--- config.mk ---
export PLATFORM = sky130hd
export DESIGN_NAME = tes_cell
export DESIGN_NICKNAME = d
export VERILOG_FILES = /design/src/rtl/tes_pkg.sv /design/src/rtl/tes_cell.sv
export SDC_FILE = /design/constraint.sdc
export NUM_CORES = 1
export LEC_CHECK = 0
export BUFFER_PORTS_ARGS = -buffer_cell sky130_fd_sc_hd__buf_2
export CAP_MARGIN = 0
export CORE_AREA = 2 2 128 130
export DETAILED_ROUTE_END_ITERATION = 7
export DIE_AREA = 0 0 130 132
export HOLD_SLACK_MARGIN = 0.12
export PLACE_DENSITY = 0.66
export SETUP_SLACK_MARGIN = 0.4
export SLEW_MARGIN = 20
export SYNTH_ARGS = -nofsm -noshare
export SYNTH_HDL_FRONTEND = slang
export SYNTH_SLANG_ARGS = --single-unit
--- constraint.sdc ---
create_clock -name clk -period 21.2 [get_ports clk]
set_clock_uncertainty 0.05 [all_clocks]
set_input_delay 0 -clock clk [delete_from_list [all_inputs] [get_ports clk]]
set_output_delay 0 -clock clk [all_outputs]
set_load 0.05 [all_outputs]
--- src/rtl/tes_pkg.sv ---
package tes_pkg;

  localparam int TAG_BITS  = 32;
  localparam int WAIT_BITS = 40;
  localparam int CNT_BITS  = 32;

  localparam logic [WAIT_BITS-1:0] WAIT_RESET = 40'd1000000;

  typedef enum logic [1:0] {
    ST_IDLE  = 2'b01,
    ST_DRAIN = 2'b10
  } state_t;

  // per-cycle command broadcast to every cell
  typedef struct packed {
    logic insert;   // open a slot for the new event, shift larger entries up
    logic shift;    // front entry leaves, every entry moves one place down
  } cell_ctl_t;

endpackage

--- src/rtl/tes_cell.sv ---
module tes_cell #(
  parameter int TIME_BITS = 48
) (
  input  logic                         clk,
  input  tes_pkg::cell_ctl_t           ctl,
  input  logic                         occupied,
  input  logic [TIME_BITS-1:0]         new_time,
  input  logic [tes_pkg::TAG_BITS-1:0] new_tag,
  input  logic                         new_dropped,
  input  logic                         prev_gt,
  input  logic                         prev_le,
  input  logic [TIME_BITS-1:0]         prev_time,
  input  logic [tes_pkg::TAG_BITS-1:0] prev_tag,
  input  logic                         prev_dropped,
  input  logic [TIME_BITS-1:0]         next_time,
  input  logic [tes_pkg::TAG_BITS-1:0] next_tag,
  input  logic                         next_dropped,
  output logic                         gt,
  output logic                         le,
  output logic [TIME_BITS-1:0]         cur_time,
  output logic [tes_pkg::TAG_BITS-1:0] cur_tag,
  output logic                         cur_dropped
);

  // equal times count as "le", so a new event lands after its equals
  assign gt = occupied && (cur_time > new_time);
  assign le = occupied && !gt;

  always_ff @(posedge clk) begin
    if (ctl.insert) begin
      if (prev_gt) begin
        cur_time    <= prev_time;
        cur_tag     <= prev_tag;
        cur_dropped <= prev_dropped;
      end else if (prev_le && !le) begin
        cur_time    <= new_time;
        cur_tag     <= new_tag;
        cur_dropped <= new_dropped;
      end
    end else if (ctl.shift) begin
      cur_time    <= next_time;
      cur_tag     <= next_tag;
      cur_dropped <= next_dropped;
    end
  end

endmodule
==> results.cfg <==
[clocking]
clockBufferDepth = 2
holdBufCountCts = 162
htreeDepth = 3
cts_resized = 0
clk_latency_ns = 0.34
post_cts_buffers = 0
clk_pin_slew_ns = 0.07
cts_tree = done
cts-root-buf = clkbuf_16
cts_buffers = 9
cts_num_sinks = 81

[yosys]
seq_area_frac_synth_pct = 45.13
yosysTopAreaCellShare_pct = 45.13
yosys.area.top_type = edfxtp_1
yosys-top-cells-area = edfxtp_1 (45%), mux2i_1 (15%), ha_1 (11%), a21oi_1 (9.2%), nor2_1 (5.8%)
yosysUniqueCellTypes = 34
postSynthCellCount = 535
ys_ff_latch = 81
synth_area_um2 = 5390
syn_nets = 832
syn_area_per_cell_um2 = 10.08
synth_warnings = 0

[detailed_routing]
detail_route.iter0.violations = 240
ant_nets = 0
routed_wl_mm = 19.10
drcViolationCount = 0
num_vias = 5822
vias_per_cell = 4.699
wl_per_cell_um = 15.41
first_pass_iters = 6

[place]
io_buffers = 331
gp_congestion = 0.8225
hpwl_mm = 13.25
post-place-ws_ns = 18.06

[worst_hold_path]
hold_path.class = in2reg

[cells_and_area]
final_nets = 1313
seq_area_um2 = 2432
final_core_util_pct = 58.56
area_delta_synth_final_pct = 70.71
drive_gt1_share_pct = 35.06
fill_cells = 1372
multi_input_area_um2 = 2678

[timing]
finalCriticalPeriod_ns = 3.107
post-route-period-util_pct = 14.66
setup_slack_ns = 18.09
grt_setup_unrepaired = no
final-hold-violation-count = 0
tightest_slew_ns = 1.004
drv_slew = 0
setup_viol = 0
setup_tns_ns = 0
max_freq_mhz = 321.8
relSlewSlack_pct = 33.06

[power_and_ir_drop]
p_leak_nw = 4.472
peakVddDrop_mv = 0.03362
power.density_nw_per_um2 = 62.73

[worst_setup_path]
worstSetupStartpointType = register
criticalPathCategory = reg2reg
cp_num_buf_inv = 1
end_kind = register
reg2reg_slack_ns = 18.09
slowest_stage = buf_4
cp.arrival_ns = 3.02
cp_cell_sequence = ha_1 -> nand4_2 -> nor4_4 -> and4_4 -> nor3b_4 -> a2111oi_2 -> o31ai_4 -> buf_4
cp_data_required_time_ns = 21.12
cp_max_fo = 48
critPathTopFamily = simple AND/OR/NAND/NOR gates
max_stage_delay_ns = 0.57

[die]
start_util_pct = 34.30
die_y_um = 132
die_x_um = 130
fp-row-count = 46
io_pins = 332
dieArea_um2 = 17160
core_um2 = 15710

[grt]
grt_pass1_wl_mm = 29.02
antenna_found_initial = 2
grt_max_degree = 102
grt_use_total_pct = 21.65
grt_pass1_vias = 5922
overflow = 0

[run_status]
outcome = finished clean

[job]
max-cap-violations = 0
==> worst paths after layout <==
check | from | end | cells after the start
worst min-delay path | prev_le | cur_time[29] | 4
worst min register to register | cur_time[15] | cur_time[29] | 5
worst max-delay path | cur_time[30] | cur_tag[16] | 8
worst max register to register | cur_time[30] | cur_tag[16] | 8
==> cell type report <==
cell class	instances	area share, %
flip-flops and latches	81	26.43
well taps	216	2.937
multi-input cells	376	29.10
inverters	51	2.081
diodes	2	0.05439
clock buffers	10	2.488
clock inverters	6	0.8975
repair buffers	497	36.01
==> stage by stage <==
step | hold WS (ns) | instances | instance area (um2) | total power, mW
final | 0.3799 | 1239 | 9201 | 0.5772
after detailed placement | 0.2729 | 1059 | 7263 | 0.3831
after global placement | 0.2721 | 1059 | 7263 | 0.3810
after floorplan | 0.1756 | 535 | 5390 | 0.3272
after global routing | 0.4099 | 1238 | 9199 | 0.6054
after CTS | 0.3816 | 1237 | 9196 | 0.5809
==> sequential cells by signal, indices dropped and copies added (netlist names) <==
name and cells:
cur_dropped 1, cur_tag 32, cur_time 48
==> cell families (layout without fill, tap and decap cells) <==
kind of cell             Yosys count  in the layout  synth area share, %
AO/OA/AOI/OAI                    121            121                12.33
multiplexers                      82             82                15.23
AND/OR/NAND/NOR                  125            125                10.72
other                              0              2                    0
flip-flops                        81             81                45.13
adder cells (fa/ha/maj)           48             48                11.14
buffers and inverters             78            564                5.455
==> cells in the mapped netlist (all sizes together) <==
| master | instances |
|---|---|
| a21o | 1 |
| o21ai | 7 |
| nor4 | 3 |
| buf | 16 |
| nor3b | 1 |
| and4 | 2 |
| a21oi | 99 |
| o21bai | 1 |
| nor2 | 84 |
| a221oi | 2 |
| edfxtp | 81 |
| a211oi | 4 |
| o31ai | 1 |
| nor3 | 1 |
| ha | 48 |
| a21boi | 1 |
| a22oi | 1 |
| nand3 | 5 |
| clkbuf | 11 |
| o211ai | 1 |
| a221o | 2 |
| mux2i | 82 |
| or2 | 1 |
| and2 | 1 |
| inv | 51 |
| nand2 | 17 |
| nand4 | 10 |
| a2111oi | 1 |
==> where the power goes <==
part	leakage, nW	internal [mW]	switching (mW)
Sequential	0.788	0.198	0.00647
Clock	0.152	0.103	0.0637
Combinational	3.53	0.0813	0.125
Total	4.47	0.382	0.195
==> metal layers <==
metal  routed length (um)  track usage [%]  up-vias
met3                 1368            5.519       25
met2                 9879            39.47      231
met5                    0                0        -
li1                     -                -     2913
met1                 7416            23.58     2653
met4                  433            8.662        0
==> worst min-delay path: cells and delay by family <==
family          cells  cell delay (ns)
simple gates        1             0.11
buf+inv             2             0.35
compound gates      1             0.07
==> cells in the final DEF, fill, tap and decap left out, types with 8 or more instances in the layout <==
cell type        n
nand4_1          8
ha_1            48
clkbuf_16        9
nor2_1          84
nand2_1         17
dlygate4sd3_1  162
edfxtp_1        81
a21oi_1         99
mux2i_1         82
buf_2          329
inv_1           51
Note: power is estimated with default switching activity, not from simulation.
